<file path="config.mk">
export PLATFORM = sky130hd
export DESIGN_NAME = lptlb_proc_cell
export DESIGN_NICKNAME = d
export VERILOG_FILES = /design/src/sv/lptlb_pkg.sv /design/src/sv/lptlb_proc_cell.sv
export SDC_FILE = /design/constraint.sdc
export NUM_CORES = 1
export LEC_CHECK = 0
export ABC_AREA = 1
export BUFFER_PORTS_ARGS = -buffer_cell sky130_fd_sc_hd__buf_2
export CORE_ASPECT_RATIO = 0.75
export CORE_UTILIZATION = 25
export DETAILED_ROUTE_END_ITERATION = 8
export HOLD_SLACK_MARGIN = 0.02
export SYNTH_ARGS = -nofsm -noshare
export SYNTH_HDL_FRONTEND = slang
export SYNTH_SLANG_ARGS = --single-unit
</file>
<file path="constraint.sdc">
create_clock -name clk -period 2.7 [get_ports clk]
set_input_delay 0.54 -clock clk [delete_from_list [all_inputs] [get_ports clk]]
set_output_delay 0.54 -clock clk [all_outputs]
set_load 0.03 [all_outputs]
</file>
<file path="src/sv/lptlb_pkg.sv">
// shared types and widths for the lpt load balancer
// no dependencies; used by the cell modules and the top level
package lptlb_pkg;

	// fixed field widths of the result and job words
	localparam int TIME_W = 16;
	localparam int LOAD_W = 21;
	localparam int SET_W  = 32;
	localparam int PNUM_W = 5;
	localparam int JIDX_W = 5;
	localparam int PID_W  = 4;

	// saturation value of a processor load
	localparam logic [LOAD_W-1:0] LOAD_SAT = '1;

	// job word as it arrives
	typedef struct packed {
		logic [TIME_W-1:0] job_time;
		logic              final_job;
	} lptlb_in_t;

	// result word, one per processor
	typedef struct packed {
		logic [PNUM_W-1:0] processor_number;
		logic [LOAD_W-1:0] processor_load;
		logic [SET_W-1:0]  job_set;
		logic [LOAD_W-1:0] makespan;
		logic              jobs_dropped;
		logic              last_result;
	} lptlb_out_t;

	// one stored job in the sorting chain
	typedef struct packed {
		logic              vld;
		logic [TIME_W-1:0] t;
		logic [JIDX_W-1:0] idx;
	} job_ent_t;

	// what a job cell shows its neighbour below
	typedef struct packed {
		job_ent_t ent;
		logic     beats;
	} job_link_t;

	// one processor in the load chain
	typedef struct packed {
		logic              vld;
		logic [LOAD_W-1:0] load;
		logic [PID_W-1:0]  id;
		logic [SET_W-1:0]  jset;
	} proc_ent_t;

	// what a processor cell shows its neighbour above
	typedef struct packed {
		proc_ent_t ent;
		logic      lt;
	} proc_link_t;

endpackage

</file>
<file path="src/sv/lptlb_proc_cell.sv">
// one cell of the processor chain: kept in ascending order of load, ties by number
// depends on lptlb_pkg
module lptlb_proc_cell (
	input  logic                   clk,
	input  logic                   arst_n,
	input  logic                   init,
	input  lptlb_pkg::proc_ent_t   init_ent,
	input  logic                   ins,
	input  logic                   pop,
	input  logic                   head_pos,
	input  lptlb_pkg::proc_ent_t   key,
	input  lptlb_pkg::proc_link_t  nxt,
	output lptlb_pkg::proc_link_t  link
);
	import lptlb_pkg::*;

	logic              vld_q;
	logic [LOAD_W-1:0] load_q;
	logic [PID_W-1:0]  id_q;
	logic [SET_W-1:0]  jset_q;
	proc_ent_t         cur;
	proc_ent_t         upd;
	logic              lt_me;

	// this cell orders before the updated head processor
	assign cur   = '{vld: vld_q, load: load_q, id: id_q, jset: jset_q};
	assign lt_me = vld_q && ((load_q < key.load) || ((load_q == key.load) && (id_q < key.id)));
	assign link  = '{ent: cur, lt: lt_me};

	// head leaves, the rest close up, the updated head drops into its slot
	always_comb begin
		upd = cur;
		if (init) begin
			upd = init_ent;
		end else if (pop) begin
			upd = nxt.ent;
		end else if (ins) begin
			if (nxt.lt) begin
				upd = nxt.ent;
			end else if (head_pos || lt_me) begin
				upd = key;
			end
		end
	end

	// occupancy
	always_ff @(posedge clk or negedge arst_n) begin
		if (!arst_n) begin
			vld_q <= 1'b0;
		end else begin
			vld_q <= upd.vld;
		end
	end

	// payload
	always_ff @(posedge clk) begin
		load_q <= upd.load;
		id_q   <= upd.id;
		jset_q <= upd.jset;
	end

endmodule

</file>
# == After elaboration in Yosys (flattened, before gate mapping) ==
# Index checks and enable logic that the tools add are counted.
# Widths: inputs -> output; s select.
# op_classes
magnitude_cmp,2
n_eq_ne,1
n_mux,5
n_reduce_logical,7
# op_table
op,count
$mux 58,5
$eq 21x21->1,1
$lt 21x21->1,1
$lt 4x4->1,1
$reduce_bool 4->1,1
$reduce_bool 3->1,1
$logic_and 1x1->1,2
$logic_or 1x1->1,2
$reduce_and 2->1,1
# totals
regBits,58
inputBits,181
out_inout_bits,59
elab_cells,19

# == Longest topological paths before layout ==
# depth
word_depth,10
ltp_mapped,16
mapped_depth_nobuf,16

# == Least setup slack after synthesis ==
# Ideal clock, no wire load.
# synth_timing
path_kind,register to register
start,register load_q[20]
end,"register id_q[0], enable pin"
setup_time_ns,0.411
t_arrival_ns,2.683
t_required_ns,2.289
path_slack_ns,-0.394
stages_incl_launch_ff,14
path_buffers,0
cell_sequence,edfxtp_1 > ha_1 > nand2_2 > nor2_4 > nand2_2 > inv_2 > nand2_2 > nor2_2 > nand2_1 > nand2_1 > nand2_1 > nand2_2 > nand2_2 > inv_1
# synth_between
elab_chain_cells,7
# synth_rtl
item,line,rtl
"start, declared",lptlb_proc_cell.sv:18,logic [LOAD_W-1:0] load_q;
"start signal, assigned",lptlb_proc_cell.sv:57,load_q <= upd.load;
branches (longest 2 deep; another with $lt 21x21->1),-,
$logic_or 1x1->1 *,lptlb_proc_cell.sv:27,assign lt_me = vld_q && ((load_q < key.load) || ((load_q == key.load) && (id_q < key.id)));
$logic_and 1x1->1 *,lptlb_proc_cell.sv:27,
$logic_or 1x1->1 *,lptlb_proc_cell.sv:40,end else if (head_pos || lt_me) begin
$reduce_bool 4->1 (no source line) *,-,
$reduce_and 2->1 (no source line) *,-,
"end signal, assigned",lptlb_proc_cell.sv:58,id_q <= upd.id;
"end, declared",lptlb_proc_cell.sv:19,logic [PID_W-1:0] id_q;
# Every way passes the cells marked *.
# A chain may end at the register's enable or synchronous reset.

==> impl_summary.log <==
[metrics] top cell type's share of synthesized area: 0.4683
[metrics] startpoint of the worst hold path: vld_q
[metrics] largest net degree at the start of global routing: 59
[metrics] root buffer cell: clkbuf_16
[metrics] combinational family with the most area after synthesis: simple AND/OR/NAND/NOR gates
[metrics] data arrival time of the critical path: 1.97 ns
[metrics] count of pins over their slew limit: 0
[metrics] least setup slack across all paths after layout: 0.1922 ns
[metrics] Worst Setup Path Type: reg2out
[metrics] outcome: complete, no violations
[metrics] sequential cell area fraction in the yosys report: 0.4752
[metrics] Util after Layout: 0.3887
[metrics] type of destination of the critical path: primary output
[metrics] synthesized cell area: 3655 sq um
[metrics] maximum ir drop on the vdd rail: 0.0003128 V
[metrics] register-to-register path setup slack: 0.49 ns
[metrics] cell taking the most area after synthesis: edfxtp_1
[metrics] Setup Total Neg Slack: 0 ns
[metrics] residual antenna-violating net count after detailed routing: 0
[metrics] share of synthesized area spent on multiplexers: 0
[metrics] initial antenna violation count: 2
[metrics] Syn-to-layout area delta: 48.68%
[metrics] XOR/XNOR share of the synthesized area: 0
[metrics] Final Power: 3.049 mW
[metrics] clock insertion delay at the later pin of the skew report: 0.33 ns
[metrics] number of synthesis warnings: 0
[metrics] final setup violating endpoints: 0
[metrics] CP Launch Type: flop
[metrics] IO Count: 240
[metrics] number of nets produced by synthesis: 655
[metrics] combined global-route utilization of all metal layers: 0.1652
[metrics] Die Outline Area: 15,110 sq um
[metrics] Setup WS pre-CTS: 0.2164 ns
[metrics] Hold Violations, Final: 0
[metrics] clock buffer count from CTS: 9
[metrics] Clock Path Buffers: 2
[metrics] Highest Clock Rate: 0.3988 GHz
[metrics] routed length per placed instance: 13.65 microns
[metrics] max-slew headroom at the worst pin: 0.5576
[metrics] Post-Synthesis Mean Instance Area: 8.122 sq um
[metrics] source of the worst register-to-register timing path: load_q[17]
[metrics] number of register bits inferred by synthesis: 58
[metrics] R2R Path End: load_q[1]
[metrics] slew of the pin with the lowest slew margin: 0.6636 ns
[metrics] setup repair after global routing missed its margin: false
[metrics] Yosys cell types: 25
[metrics] final design instance area without fill: 5434 sq um
[metrics] global-route wire length before repair: 19,090 microns
[metrics] most area-consuming cells after synthesis: edfxtp_1 47%, a21oi_1 17%, nand2_1 9.4%
[metrics] post-detail-place hpwl: 9107 microns
[metrics] TritonCTS clock tree: built
[metrics] DR pass1 iterations: 4
[metrics] area fraction in compound gates after synthesis: 0.1743
[metrics] crit path from: load_q[12]
[metrics] areal power density over the cells: 561.1 nW/um^2
[metrics] HP Class: reg2reg
[metrics] htree depth: 3
[metrics] area of placed instances: 5129 sq um
[metrics] die span in y: 106.7 microns
[metrics] die extent in x: 141.6 microns
[metrics] Mapped Cells: 450
[metrics] Vias per Instance: 4.373
[metrics] number of cells in the design after placement: 864
[metrics] via count: 3,857
[metrics] CP required: 2.16 ns
[metrics] Final Wtd Congestion: 0.7693
[metrics] # DRC: 0
[metrics] hold path cells: 2
[metrics] number of cells in the finished layout apart from fillers: 882
[metrics] worst clock skew: 0.007487 ns
[metrics] Initial Util: 0.2614
[metrics] final hold slack: 0.5136 ns
[metrics] number of placement rows: 37
[metrics] final cycle utilization of the critical path: 0.9288
[metrics] cell count of the worst reg-to-reg path: 14
[metrics] proportion of layout cells with a drive suffix above 1: 0.4073
[metrics] simple-gate share of the synthesized area: 0.1931
[metrics] Clock Sink Count: 58
[metrics] CP Max Fanout: 3
[metrics] clock slew at the register clock pins of the worst setup and hold paths: 0.05 ns
[metrics] placeable core region: 13,980 sq um
[metrics] endpoint with the worst hold slack: vld_q
[metrics] total wirelength of the detailed-routed design: 12,040 microns
[metrics] minimum period implied by the final worst setup slack: 2.508 ns
[metrics] Synth Area in Adders: 0.08216
[metrics] max-cap violations: 0
[metrics] DRC marker count from the first detailed-route iteration: 196
[metrics] nets@finish: 886
[metrics] Leakage Power: 2.717 nW
[metrics] port buffer count: 239
[metrics] sum of overflow across all layers after global routing: 0
[metrics] via count of the first global-routing pass: 3,835
where the power goes:
group	internal, mW	leakage, nW	total [mW]	switching [mW]
Clock	0.697	0.135	1.08	0.385
Combinational	0.304	1.99	0.822	0.517
Sequential	1.11	0.590	1.15	0.0380
Total	2.11	2.72	3.05	0.940
registers in the layout, summed over array words and instances (netlist names):
signal  cells
id_q        4
load_q     21
jset_q     32
vld_q       1
layer usage:
| layer | GRT usage | up-vias | routed length [microns] |
|---|---|---|---|
| met5 | 0 | - | 0 |
| met4 | 0.04762 | 0 | 170 |
| met3 | 0.06029 | 13 | 1028 |
| met2 | 0.2878 | 152 | 5677 |
| met1 | 0.1894 | 1713 | 5164 |
| li1 | - | 1979 | - |
layout by cell type (no fill, tap or decap), drive strengths merged, types with 2 or more instances in the layout:
| master | n |
|---|---|
| nor2 | 69 |
| buf | 246 |
| nand2 | 98 |
| clkbuf | 10 |
| edfxtp | 57 |
| clkinv | 4 |
| nand3 | 3 |
| ha | 24 |
| inv | 39 |
| a21oi | 122 |
| diode | 2 |
worst max-delay path by stage:
| stage | to | cells past startpoint |
|---|---|---|
| global placement | jset_q[19] | 17 |
| global route | link[0] | 12 |
| floorplan | id_q[0] | 12 |
| CTS | link[0] | 12 |
| finish | link[0] | 11 |
| detailed placement | jset_q[13] | 17 |
final cells by class:
type                            count  area [sq um]
Fill cell                        1508          8547
Sequential cell                    58          1737
Multi-Input combinational cell    325          1720
Timing Repair Buffer              247          1299
Tap cell                          195         244.0
Clock buffer                       10         229.0
Inverter                           40         153.9
Clock inverter                      5         46.29
Antenna cell                        2         5.005
cell families (layout without fill, tap and decap cells):
family,after synthesis,count (layout)
AND/OR/NAND/NOR,175,175
other,0,2
buffers and inverters,67,302
adder cells (fa/ha/maj),24,24
flip-flops,58,58
AO/OA/AOI/OAI,126,126
worst max-delay path, cell delays in order (launching register included):
cell and delay, ns:
edfxtp_1 0.44, ha_4 0.32, nand2_2 0.06, nor2_2 0.12, nand2_1 0.06, nor2_1 0.12, nand2_1 0.06, nand3_1 0.06
nand2_1 0.08, nand2_1 0.10, inv_1 0.06, buf_4 0.16
cells in the mapped netlist (all sizes together):
| master | instances |
|---|---|
| a21oi | 122 |
| nand2 | 98 |
| nor2 | 69 |
| edfxtp | 57 |
| inv | 40 |
| ha | 24 |
| clkbuf | 15 |
| buf | 12 |
| nand3 | 3 |
| a21o | 1 |
| a31oi | 1 |
| dfrtp | 1 |
| nand3b | 1 |
| nand4 | 1 |
| nor3 | 1 |
| nor3b | 1 |
| o21ai | 1 |
| o21bai | 1 |
| or3 | 1 |
timing repair:
item                       4_1_cts  5_1_grt
gates resized for setup          0        3
hold endpoints to repair         1        0
hold buffers                     1        0
setup endpoints to repair        0        1
setup buffers                    0        0
No activity file was read; power rests on OpenSTA's default activity.
