[config.mk]
export PLATFORM = sky130hd
export DESIGN_NAME = lptlb_job_cell
export DESIGN_NICKNAME = d
export VERILOG_FILES = /design/src/sv/lptlb_pkg.sv /design/src/sv/lptlb_job_cell.sv
export SDC_FILE = /design/constraint.sdc
export NUM_CORES = 1
export LEC_CHECK = 0
export ABC_AREA = 1
export BUFFER_PORTS_ARGS = -buffer_cell sky130_fd_sc_hd__buf_2
export CAP_MARGIN = 20
export CORE_MARGIN = 2
export CORE_UTILIZATION = 30
export CTS_CLUSTER_DIAMETER = 200
export CTS_CLUSTER_SIZE = 28
export DETAILED_ROUTE_END_ITERATION = 8
export GPL_TIMING_DRIVEN = 0
export PLACE_DENSITY = 0.67
export RECOVER_POWER = 100
export SYNTH_ARGS = -nofsm -noshare
export SYNTH_HDL_FRONTEND = slang
export SYNTH_SLANG_ARGS = --single-unit
[constraint.sdc]
create_clock -name clk -period 5.4 [get_ports clk]
set_input_delay 0 -clock clk [delete_from_list [all_inputs] [get_ports clk]]
set_output_delay 0 -clock clk [all_outputs]
set_load 0.01 [all_outputs]
[src/sv/lptlb_pkg.sv]
// shared types and widths for the lpt load balancer
// no dependencies; used by the cell modules and the top level
package lptlb_pkg;

	// fixed field widths of the result and job words
	localparam int TIME_W = 16;
	localparam int LOAD_W = 21;
	localparam int SET_W  = 32;
	localparam int PNUM_W = 5;
	localparam int JIDX_W = 5;
	localparam int PID_W  = 4;

	// saturation value of a processor load
	localparam logic [LOAD_W-1:0] LOAD_SAT = '1;

	// job word as it arrives
	typedef struct packed {
		logic [TIME_W-1:0] job_time;
		logic              final_job;
	} lptlb_in_t;

	// result word, one per processor
	typedef struct packed {
		logic [PNUM_W-1:0] processor_number;
		logic [LOAD_W-1:0] processor_load;
		logic [SET_W-1:0]  job_set;
		logic [LOAD_W-1:0] makespan;
		logic              jobs_dropped;
		logic              last_result;
	} lptlb_out_t;

	// one stored job in the sorting chain
	typedef struct packed {
		logic              vld;
		logic [TIME_W-1:0] t;
		logic [JIDX_W-1:0] idx;
	} job_ent_t;

	// what a job cell shows its neighbour below
	typedef struct packed {
		job_ent_t ent;
		logic     beats;
	} job_link_t;

	// one processor in the load chain
	typedef struct packed {
		logic              vld;
		logic [LOAD_W-1:0] load;
		logic [PID_W-1:0]  id;
		logic [SET_W-1:0]  jset;
	} proc_ent_t;

	// what a processor cell shows its neighbour above
	typedef struct packed {
		proc_ent_t ent;
		logic      lt;
	} proc_link_t;

endpackage

[src/sv/lptlb_job_cell.sv]
// one cell of the job chain: keeps the jobs sorted longest first, ties by arrival
// depends on lptlb_pkg
module lptlb_job_cell (
	input  logic                  clk,
	input  logic                  arst_n,
	input  logic                  ins,
	input  logic                  pop,
	input  lptlb_pkg::job_ent_t   x,
	input  lptlb_pkg::job_link_t  prev,
	input  lptlb_pkg::job_ent_t   nxt,
	output lptlb_pkg::job_link_t  link
);
	import lptlb_pkg::*;

	logic              vld_q;
	logic [TIME_W-1:0] t_q;
	logic [JIDX_W-1:0] idx_q;
	job_ent_t          cur;
	job_ent_t          upd;
	logic              beats;

	// a later job only passes a strictly shorter one, so ties stay in arrival order
	assign cur   = '{vld: vld_q, t: t_q, idx: idx_q};
	assign beats = !vld_q || (x.t > t_q);
	assign link  = '{ent: cur, beats: beats};

	// shift up on pop, make room on insert
	always_comb begin
		upd = cur;
		if (pop) begin
			upd = nxt;
		end else if (ins && beats) begin
			upd = prev.beats ? prev.ent : x;
		end
	end

	// occupancy
	always_ff @(posedge clk or negedge arst_n) begin
		if (!arst_n) begin
			vld_q <= 1'b0;
		end else begin
			vld_q <= upd.vld;
		end
	end

	// payload
	always_ff @(posedge clk) begin
		t_q   <= upd.t;
		idx_q <= upd.idx;
	end

endmodule

# Yosys cells after proc, flatten, opt, wreduce, memory -nomap -nowiden
# Cells that the tools add are included.
op_classes:
  order_cmp: 1
  reduce_logical: 4
  n_mux: 3
op_table:
  columns: ["cell", "count"]
  rows:
  - ["2-to-1 mux 22 bit", 3]
  - ["> comparator 16 bit", 1]
  - ["nonzero test 2 bit", 1]
  - ["logical AND 1 bit", 1]
  - ["zero test 1 bit", 1]
  - ["logical OR 1 bit", 1]
word_totals:
  output_inout_bits: 23
  register_bits: 22
  inputBits: 71

# Depth between registers and ports, before layout
# Gate-level depths: netlist (run 1).
depth:
  depth_word: 5
  depth_mapped: 17
  depth_no_buf: 17

# Worst setup path before layout (run 1)
# Ideal clock, no wire load.
synth_timing:
  path_type: "flip-flop to flip-flop"
  startpoint: "register t_q[15]"
  endpoint: "register idx_q[0] (enable)"
  slack_ns: 3.516
  setup_time_ns: 0.351
  path_stages_with_launch: 11
  path_buffers: 0
  t_arrival_ns: 1.532
  cell_sequence: "edfxtp_1 > inv_1 > ha_1 > nand2_2 > nor3_2 > nand2_1 > nand2_1 > nand2_1 > nand2_2 > nand2_2 > nand2_2"
synth_between:
  elab_chain_len: 4
synth_lines:
  columns: ["item", "line", "source"]
  rows:
  - ["start: declaration", "lptlb_job_cell.sv:16", "logic [TIME_W-1:0] t_q;"]
  - ["start signal: assignment", "lptlb_job_cell.sv:48", "t_q <= upd.t;"]
  - ["> comparator 16 bit", "lptlb_job_cell.sv:24", "assign beats = !vld_q || (x.t > t_q);"]
  - ["logical OR 1 bit", "lptlb_job_cell.sv:24", null]
  - ["named net beats", "lptlb_job_cell.sv:20", "logic beats;"]
  - ["logical AND 1 bit", "lptlb_job_cell.sv:32", "end else if (ins && beats) begin"]
  - ["nonzero test 2 bit (no line)", null, null]
  - ["end signal: assignment", "lptlb_job_cell.sv:49", "idx_q <= upd.idx;"]
  - ["end: declaration", "lptlb_job_cell.sv:17", "logic [JIDX_W-1:0] idx_q;"]
# The timed path passes the listed nets, and every way through them passes these cells.
# A chain may end at the register's enable or synchronous reset.

# Final worst setup path (run 1)
layout_timing:
  startpoint: "register t_q[15]"
  endpoint: "register idx_q[3] (enable)"
# Same word-level chain as after synthesis.

==> key figures, run 1 <==
Outcome
  – Status: completed

Logic synthesis
  – Mapped Cells: 199
  – Mapped cell area: 0.00158 mm^2
  – Top cells by area, synth: edfxtp_1, a21oi_1, ha_1
  – Syn nets: 286
  – Synth Register Bits: 22
  – Sequential-to-total area share from yosys stat: 0.415
  – Avg Cell Area, Syn: 7.95 um^2
  – Top-area cell type share of the netlist area: 0.399
  – Synth area leader: edfxtp_1
  – Synth cell types: 19
  – Synth warn: 0

Power
  – Pwr per Cell Area: 226 mW/mm^2
  – Worst VDD drop: 0.0970 mV
  – Pwr Total: 0.486 mW
  – Leak: 1.07 nW

STA
  – Fmax: 420 MHz
  – Period minus WS final: 2380 ps
  – Worst-margin pin slew: 963 ps
  – Worst Skew: 4.95 ps
  – Final period util: 0.441
  – PnR worst setup slack: 3020 ps
  – RSZ-0062 raised after global routing: no
  – Fin. Hold Viols: 0
  – Finish-stage setup viols: 0
  – Slew HR: 0.356
  – Setup_tns: 0 ps
  – Fin. max-slew vios: 0

Drt
  – Vias per Instance: 4.50
  – Count of antenna-violating nets left after detailed routing: 0
  – Drt wl/cell: 11.9 um
  – DRC: 0
  – DRT Wirelength: 4.36 mm
  – Via Count: 1652
  – Detailed-router iteration count before antenna repair: 4
  – DR iter-0 viols: 73

GRT
  – Total congestion overflow: 0
  – Initial antenna violation count: 0
  – GRT Total Usage: 0.151
  – Global-route wire length before repair: 7.17 mm
  – Largest net degree at the start of global routing: 23
  – Vias in the first global route: 1636

Floorplan
  – # IOs: 94
  – # rows: 26
  – Die H: 76.6 um
  – Core Box Area: 0.00511 mm^2
  – Chip Width: 76.6 um
  – Initial Util: 0.310
  – Die area: 0.00587 mm^2

Place
  – DP Worst Slack: 3300 ps
  – Number of I/O port buffers: 93
  – Routability Congestion: 0.751
  – Placed wire-length estimate: 3.41 mm

Critical path
  – Crit path cell chain: inv_1 -> ha_1 -> nand2_2 -> o21ai_0 -> a21oi_1 -> nand2_1 -> nand2_1 -> nand2_1 -> nand2_2 -> nand2_1
  – CP max-delay cell: nand2_1
  – Arr. time, crit path: 2270 ps
  – Worst Path Required: 5290 ps
  – CP most frequent cell: nand2_1
  – Crit path max-delay family: simple AND/OR/NAND/NOR gates
  – Critical path endpoint category: register
  – Crit-path max FO: 22
  – Worst path bufs/invs: 1
  – CP Class: reg2reg
  – Setup crit start kind: register
  – R2R cell count: 10
  – Crit-path max cell delay: 700 ps
  – Critical path depth in cells: 10

CTS
  – Worst skew pair latency: 270 ps
  – CTS clk-pin slew, worst paths: 80 ps
  – Clock buffer depth: 2
  – CTS tree: built
  – Num Clock Sinks: 22
  – CTS H-tree lvls: 1
  – Number of post-CTS setup repair buffers: 0
  – Root cell of the clock tree: clkbuf_8
  – Num CTS Buffers: 3

Finish
  – Share of cells above drive strength 1: 0.273
  – Area growth from synthesis to layout: 36.1%
  – Nets: 385
  – Antenna fix cells: 0
  – Most common cell after layout, fill and taps aside: buf_2
  – Most frequent cells in the layout: buf_2, a21oi_1, nand2_1, clkbuf_1, nor2_1

Job
  – Max-cap violations: 0

Worst hold path
  – Hold Path Class: in2reg
  – Hold depth: 4
metal layers:
| metal | GRT usage | wire length [um] | up-vias |
|---|---|---|---|
| li1 | - | - | 858 |
| met1 | 0.172 | 1900 | 720 |
| met2 | 0.288 | 2150 | 70 |
| met3 | 0.0320 | 284 | 4 |
| met4 | 0.0327 | 24 | 0 |
| met5 | 0 | 0 | - |
final timing paths:
path | from | slack [ps] | endpoint
min reg2reg | vld_q | 560 | vld_q
max | t_q[15] | 3020 | idx_q[3]
max reg2reg | t_q[15] | 3020 | idx_q[3]
max in group asynchronous | arst_n | 5250 | vld_q
min in group asynchronous | arst_n | 50 | vld_q
min | ins | 10 | vld_q
tightest hold or removal path, delay by kind of cell:
family	cells	cell delay (ps)
buffers and inverters	1	80
and+or+nand+nor	3	160
cell usage after synthesis:
library cell / instances
nor2_1: 26
dfrtp_1: 1
a21oi_1: 48
nand3_1: 3
edfxtp_1: 21
nand4_1: 1
a21o_1: 1
o21ai_0: 1
buf_6: 1
nand2_2: 4
nand2_1: 42
inv_1: 21
buf_4: 2
nor3_2: 1
clkbuf_1: 7
bufinv_8: 1
ha_1: 16
nor2_2: 1
a31oi_1: 1
where the power goes:
part | leakage, nW | internal [mW] | switching (mW)
Combinational | 0.816 | 0.0614 | 0.0832
Clock | 0.0288 | 0.0651 | 0.0569
Sequential | 0.221 | 0.211 | 0.00847
Total | 1.07 | 0.338 | 0.149
sequential cells by signal, indices dropped and copies added (netlist names):
name,flops
vld_q,1
idx_q,5
t_q,16
through the flow:
stage / cell area (um^2) / instances / utilization / hold WS, ps
detailed placement: 2130 / 362 / 0.418 / -220
floorplan: 1580 / 199 / - / -296
global route: 2150 / 367 / 0.421 / 22.5
CTS: 2200 / 367 / 0.431 / 16.6
finish: 2150 / 367 / 0.421 / 10.6
global placement: 2130 / 362 / 0.418 / -224
timing repair:
action	in CTS	in global routing
hold endpoints to repair	1	0
hold buffers	1	0
resized for setup	0	0
area by class of cell:
| cell class | count | area [um^2] |
|---|---|---|
| fillers | 558 | 2960 |
| flip-flops and latches | 22 | 656 |
| inverters | 22 | 83.8 |
| well taps | 70 | 87.6 |
| multi-input cells | 145 | 772 |
| clock buffers | 4 | 55.1 |
| repair buffers | 94 | 445 |
| plain buffers | 10 | 52.6 |
logic make-up (layout without fill, tap and decap cells):
| family | Yosys count | count (layout) | synth area share |
|---|---|---|---|
| buffers and inverters | 32 | 130 | 0.0942 |
| DFF | 22 | 22 | 0.415 |
| AOI/OAI and AO/OA | 51 | 51 | 0.164 |
| adders and majority gates | 16 | 16 | 0.127 |
| and+or+nand+nor | 78 | 78 | 0.201 |
Power figures use the tool's default switching activity.
==> run 2, diff against run 1 <==
clock period = 2.3 ns   (was 5.4 ns; I/O delays follow)
==> key figures, run 2 (synthesized netlist as in run 1, its figures left out) <==
Outcome
  – Status: completed (unchanged)

Drt
  – DRT Wirelength: 4.35 mm (was 4.36 mm)
  – DR iter-0 viols: 75 (was 73)
  – Vias per Instance: 4.47 (was 4.50)
  – DRC: 0 (unchanged)
  – Drt wl/cell: 11.9 um (about the same)
  – Detailed-router iteration count before antenna repair: 4 (unchanged)
  – Count of antenna-violating nets left after detailed routing: 0 (unchanged)
  – Via Count: 1640 (was 1652)

Floorplan
  – # IOs: 94 (unchanged)
  – # rows: 26 (unchanged)
  – Die H: 76.6 um (unchanged)
  – Core Box Area: 0.00511 mm^2 (unchanged)
  – Chip Width: 76.6 um (unchanged)
  – Die area: 0.00587 mm^2 (unchanged)
  – Initial Util: 0.310 (unchanged)

Critical path
  – Crit-path max cell delay: 350 ps (was 700 ps)
  – Critical path endpoint category: register (unchanged)
  – CP max-delay cell: edfxtp_1 (was nand2_1)
  – Crit-path max FO: 22 (unchanged)
  – Worst Path Required: 2240 ps (was 5290 ps)
  – Crit path max-delay family: simple AND/OR/NAND/NOR gates (unchanged)
  – CP Class: reg2reg (unchanged)
  – Worst path bufs/invs: 1 (unchanged)
  – Crit path cell chain: inv_1 -> ha_1 -> nand2_2 -> o21ai_0 -> a21oi_1 -> nand2_1 -> nand2_1 -> nand2_1 -> nand2_1 -> nand2_4 (was inv_1 -> ha_1 -> nand2_2 -> o21ai_0 -> a21oi_1 -> nand2_1 -> nand2_1 -> nand2_1 -> nand2_2 -> nand2_1)
  – CP most frequent cell: nand2_1 (unchanged)
  – Setup crit start kind: register (unchanged)
  – Arr. time, crit path: 1870 ps (was 2270 ps)

Finish
  – Footprint of the multi-input gates: 777 um^2 (was 772 um^2)
  – Biggest registers after layout: t_q x16, idx_q x5, vld_q x1 (unchanged)
  – Most common cell after layout, fill and taps aside: buf_2 (unchanged)
  – Share of cells above drive strength 1: 0.273 (unchanged)
  – Area growth from synthesis to layout: 36.4% (was 36.1%)
  – Max reg flops: 16 (unchanged)
  – # fillers: 559 (was 558)
  – Antenna fix cells: 0 (unchanged)
  – Register area: 656 um^2 (unchanged)
  – Nets: 385 (unchanged)
  – Most flop-heavy register: t_q (unchanged)
  – Most frequent cells in the layout: buf_2, a21oi_1, nand2_1, clkbuf_1, nor2_1 (unchanged)

STA
  – Final period util: 0.837 (was 0.441)
  – Worst Skew: 3.05 ps (was 4.95 ps)
  – Fin. max-slew vios: 0 (unchanged)
  – Setup_tns: 0 ps (unchanged)
  – Slew HR: 0.639 (was 0.356)
  – Worst-margin pin slew: 541 ps (was 963 ps)
  – Worst hold margin: 49.7 ps (was 10.6 ps)
  – Finish-stage setup viols: 0 (unchanged)
  – Fmax: 519 MHz (was 420 MHz)
  – Period minus WS final: 1930 ps (was 2380 ps)
  – RSZ-0062 raised after global routing: no (unchanged)
  – Fin. Hold Viols: 0 (unchanged)

Place
  – Number of I/O port buffers: 93 (unchanged)
  – Routability Congestion: 0.751 (unchanged)
  – Placed wire-length estimate: 3.41 mm (unchanged)

Power
  – Share of power burned in the clock network: 0.249 (was 0.251)
  – Internal power: 0.792 mW (was 0.338 mW)
  – Worst VDD drop: 0.226 mV (was 0.0970 mV)
  – Switching portion of total power: 0.305 (was 0.306)
  – Combinational Power Share: 0.299 (was 0.298)
  – Switching power: 0.348 mW (was 0.149 mW)
  – Pwr per Cell Area: 529 mW/mm^2 (was 226 mW/mm^2)
  – Leak: 1.07 nW (about the same)
  – Flop pwr share: 0.451 (about the same)

CTS
  – Number of post-CTS setup repair buffers: 0 (unchanged)
  – Num Clock Sinks: 22 (unchanged)
  – CTS H-tree lvls: 1 (unchanged)
  – Clock buffer depth: 2 (unchanged)
  – CTS tree: built (unchanged)
  – Root cell of the clock tree: clkbuf_8 (unchanged)
  – Num CTS Buffers: 3 (unchanged)
  – Worst skew pair latency: 260 ps (was 270 ps)
  – CTS clk-pin slew, worst paths: 80 ps (about the same)

Job
  – Max-cap violations: 0 (unchanged)

GRT
  – Vias in the first global route: 1636 (unchanged)
  – Total congestion overflow: 0 (unchanged)
  – Global-route wire length before repair: 7.17 mm (unchanged)
  – Initial antenna violation count: 0 (unchanged)
  – GRT Total Usage: 0.151 (unchanged)
  – Largest net degree at the start of global routing: 23 (unchanged)

Worst hold path
  – Hold Path Class: in2async (was in2reg)
[run 2: changes by cell type in the layout (fill, tap and decap cells not counted)]
cell / delta
nand2_4: +1
nand2_2: -1
[run 2: through the flow]
stage | util | setup slack (ps) | cells | total power [mW] | area [um^2]
5_1_grt | 0.422 | 105 | 367 | 1.22 | 2160
2_1_floorplan | - | 416 | 199 | 0.726 | 1580
3_5_place_dp | 0.418 | 198 | 362 | 0.883 | 2130
3_3_place_gp | 0.418 | 231 | 362 | 0.874 | 2130
6_report | 0.422 | 374 | 367 | 1.14 | 2160
4_1_cts | 0.431 | 183 | 367 | 1.17 | 2200
[run 2: power groups by stage]
| stage | clock [mW] | combinational [mW] | sequential, mW |
|---|---|---|---|
| after floorplan | 0 | 0.182 | 0.544 |
| after global placement | 0 | 0.352 | 0.522 |
| after detailed placement | 0 | 0.359 | 0.523 |
| after CTS | 0.295 | 0.363 | 0.514 |
| after global routing | 0.308 | 0.396 | 0.521 |
| final | 0.284 | 0.341 | 0.514 |
[run 2: cell type report]
cell class | count | area share
buffer | 10 | 0.0244
clock buffer | 4 | 0.0255
inverter | 22 | 0.0389
multi-input combinational | 145 | 0.360
sequential | 22 | 0.304
tap | 70 | 0.0406
timing repair buffer | 94 | 0.206
[run 2: path summary, 6_finish.rpt]
kind                          from       end  slack [ps]  cells past startpoint
setup / recovery           t_q[15]  idx_q[3]         370                     10
hold / removal              arst_n     vld_q          50                      2
setup reg to reg           t_q[15]  idx_q[3]         370                     10
hold reg to reg              vld_q     vld_q         560                      2
max in group asynchronous   arst_n     vld_q        2150                      2
min in group clk            nxt[2]  idx_q[2]          50                      3
[run 2: what timing repair did]
item                                   in CTS  in global routing
setup endpoints to repair                   0                 21
hold buffers                                1                  0
resized for setup                           0                  1
endpoints found under the hold margin       1                  0
[run 2: metal layers]
metal	up-vias	part of all wire	GRT usage
met5	-	0	0
met4	0	0.0021	0.0327
met3	2	0.070	0.0320
met2	64	0.50	0.288
met1	716	0.43	0.172
li1	858	-	-
==> run 3, diff against run 2 <==
PLACE_DENSITY = 0.69   (was 0.67)
clock period = 1.6 ns   (was 2.3 ns; I/O delays follow)
==> key figures, run 3 (synthesized netlist as in run 1, its figures left out) <==
Outcome
  – Status: complete, but fails checks (was completed)
  – Failing checks: negative setup slack

Place
  – Placed wire-length estimate: 3.37 mm (was 3.41 mm)
  – Placed insts: 362 (unchanged)
  – DP Worst Slack: -191 ps (was 198 ps)
  – Number of I/O port buffers: 93 (unchanged)
  – Routability Congestion: 0.753 (was 0.751)

Power
  – Leak: 1.13 nW (was 1.07 nW)
  – Pwr per Cell Area: 746 mW/mm^2 (was 529 mW/mm^2)
  – Worst VDD drop: 0.279 mV (was 0.226 mV)

Floorplan
  – # rows: 26 (unchanged)
  – Die area: 0.00587 mm^2 (unchanged)
  – Die H: 76.6 um (unchanged)
  – # IOs: 94 (unchanged)
  – Initial Util: 0.310 (unchanged)
  – Chip Width: 76.6 um (unchanged)
  – Core Box Area: 0.00511 mm^2 (unchanged)

GRT
  – Largest net degree at the start of global routing: 13 (was 23)
  – Gr busiest metal: met2 (unchanged)
  – Initial antenna violation count: 0 (unchanged)
  – Grt met2 use: 0.290 (was 0.288)
  – Global-route wire length before repair: 7.41 mm (was 7.17 mm)
  – Met1 Track Usage GR: 0.183 (was 0.172)
  – Vias in the first global route: 1658 (was 1636)
  – Total congestion overflow: 0 (unchanged)
  – GRT Total Usage: 0.156 (was 0.151)
  – Met3 Use GR: 0.0284 (was 0.0320)

STA
  – RSZ-0062 raised after global routing: yes (was no)
  – Fin. max-slew vios: 0 (unchanged)
  – Worst Skew: 2.43 ps (was 3.05 ps)
  – Worst hold margin: 55.7 ps (was 49.7 ps)
  – PnR worst setup slack: -167 ps (was 374 ps)
  – Final period util: 1.10 (was 0.837)
  – Worst-margin pin slew: 527 ps (was 541 ps)
  – Finish-stage setup viols: 23 (was 0)
  – Fmax: 566 MHz (was 519 MHz)
  – Slew HR: 0.649 (was 0.639)
  – Fin. Hold Viols: 0 (unchanged)
  – Period minus WS final: 1770 ps (was 1930 ps)

Drt
  – Detailed-router iteration count before antenna repair: 4 (unchanged)
  – Drt wl/cell: 12.3 um (was 11.9 um)
  – Count of antenna-violating nets left after detailed routing: 0 (unchanged)
  – Via Count: 1699 (was 1640)
  – DR iter-0 viols: 47 (was 75)
  – DRC: 0 (unchanged)
  – DRT Wirelength: 4.56 mm (was 4.35 mm)
  – Vias per Instance: 4.58 (was 4.47)

Critical path
  – Crit path max-delay family: simple AND/OR/NAND/NOR gates (unchanged)
  – Crit-path max cell delay: 360 ps (was 350 ps)
  – Crit-path max FO: 11 (was 22)
  – CP most frequent cell: nand2_1 (unchanged)
  – Crit path cell chain: inv_1 -> ha_4 -> nand4_1 -> nor3_4 -> nand2_1 -> nand2_1 -> nand2_1 -> nand2_2 -> nand2_4 -> nand2_8 (was inv_1 -> ha_1 -> nand2_2 -> o21ai_0 -> a21oi_1 -> nand2_1 -> nand2_1 -> nand2_1 -> nand2_1 -> nand2_4)
  – Setup crit start kind: register (unchanged)
  – Critical path depth in cells: 10 (unchanged)
  – Arr. time, crit path: 1750 ps (was 1870 ps)
  – R2R cell count: 10 (unchanged)
  – Worst Path Required: 1580 ps (was 2240 ps)
  – Worst path bufs/invs: 1 (unchanged)
  – CP Class: reg2reg (unchanged)
  – Critical path endpoint category: register (unchanged)
  – CP max-delay cell: edfxtp_1 (unchanged)

Finish
  – Register area: 656 um^2 (unchanged)
  – Antenna fix cells: 0 (unchanged)
  – Most flop-heavy register: t_q (unchanged)
  – Biggest registers after layout: t_q x16, idx_q x5, vld_q x1 (unchanged)
  – Most common cell after layout, fill and taps aside: buf_2 (unchanged)
  – Share of cells above drive strength 1: 0.369 (was 0.273)
  – Nets: 389 (was 385)
  – Non-filler cells, final: 371 (was 367)
  – Most frequent cells in the layout: buf_2, a21oi_1, nand2_1, nor2_1, clkbuf_1 (was buf_2, a21oi_1, nand2_1, clkbuf_1, nor2_1)
  – Max reg flops: 16 (unchanged)
  – # fillers: 515 (was 559)
  – Area growth from synthesis to layout: 48.9% (was 36.4%)
  – Footprint of the multi-input gates: 930 um^2 (was 777 um^2)
  – Fin util: 0.461 (was 0.422)

CTS
  – CTS H-tree lvls: 1 (unchanged)
  – Worst skew pair latency: 260 ps (about the same)
  – CTS tree: built (unchanged)
  – Root cell of the clock tree: clkbuf_8 (unchanged)
  – Num CTS Buffers: 3 (unchanged)
  – Clock buffer depth: 2 (unchanged)
  – Num Clock Sinks: 22 (unchanged)
  – CTS clk-pin slew, worst paths: 80 ps (about the same)

Job
  – Max-cap violations: 0 (unchanged)

Worst hold path
  – Hold Path Class: in2async (unchanged)
## run 3: cell count changes in the layout (fill, tap and decap cells not counted), moves of 2 or more
cell and delta:
a21oi_2 +3, nand2_1 -5, a21oi_1 -3, clkbuf_1 -6, inv_2 +5, buf_6 +2
buf_4 +2, inv_1 -5, ha_1 -7, ha_4 +6, nand2_2 +4, buf_2 +5
nand2_8 +2
## run 3: per-layer routing
metal / vias to the layer above / part of all wire / wire length (um)
li1: 868 / - / -
met4: 0 / 0.0092 / 42
met1: 758 / 0.45 / 2030
met5: - / 0 / 0
met2: 69 / 0.49 / 2220
met3: 4 / 0.058 / 266
## run 3: path summary, 6_finish.rpt
kind	startpoint	to	slack [ps]
max in group asynchronous	arst_n	vld_q	1460
max reg2reg	t_q[11]	t_q[12]	-170
min	arst_n	vld_q	60
min in group clk	nxt[20]	t_q[15]	60
min reg2reg	vld_q	vld_q	580
max	t_q[11]	t_q[12]	-170
## run 3: area by class of cell
cell class,instances,share of cell area
clock buffer,4,0.0234
multi-input combinational,147,0.395
tap,70,0.0372
timing repair buffer,96,0.201
buffer,10,0.0239
sequential,22,0.278
inverter,22,0.0409
## run 3: power breakdown
group	internal [mW]	leakage, nW	switching [mW]
logic	0.271	0.880	0.331
clock network	0.220	0.0288	0.192
registers	0.711	0.221	0.0317
## run 3: timing repair
item	CTS	global route
pin swaps	6	1
buffers inserted	1	1
hold buffers	1	0
gates cloned	1	1
resized for setup	16	4
hold endpoints to repair	1	0
endpoints found under the setup margin	23	23
## run 3: through the flow
stage | power [mW] | instance area (um^2) | setup TNS [ps]
2_1_floorplan | 1.06 | 1630 | -2200
3_3_place_gp | 1.28 | 2180 | -3840
3_5_place_dp | 1.29 | 2180 | -4160
4_1_cts | 1.77 | 2340 | -3630
5_1_grt | 1.88 | 2350 | -6780
6_report | 1.76 | 2350 | -3600
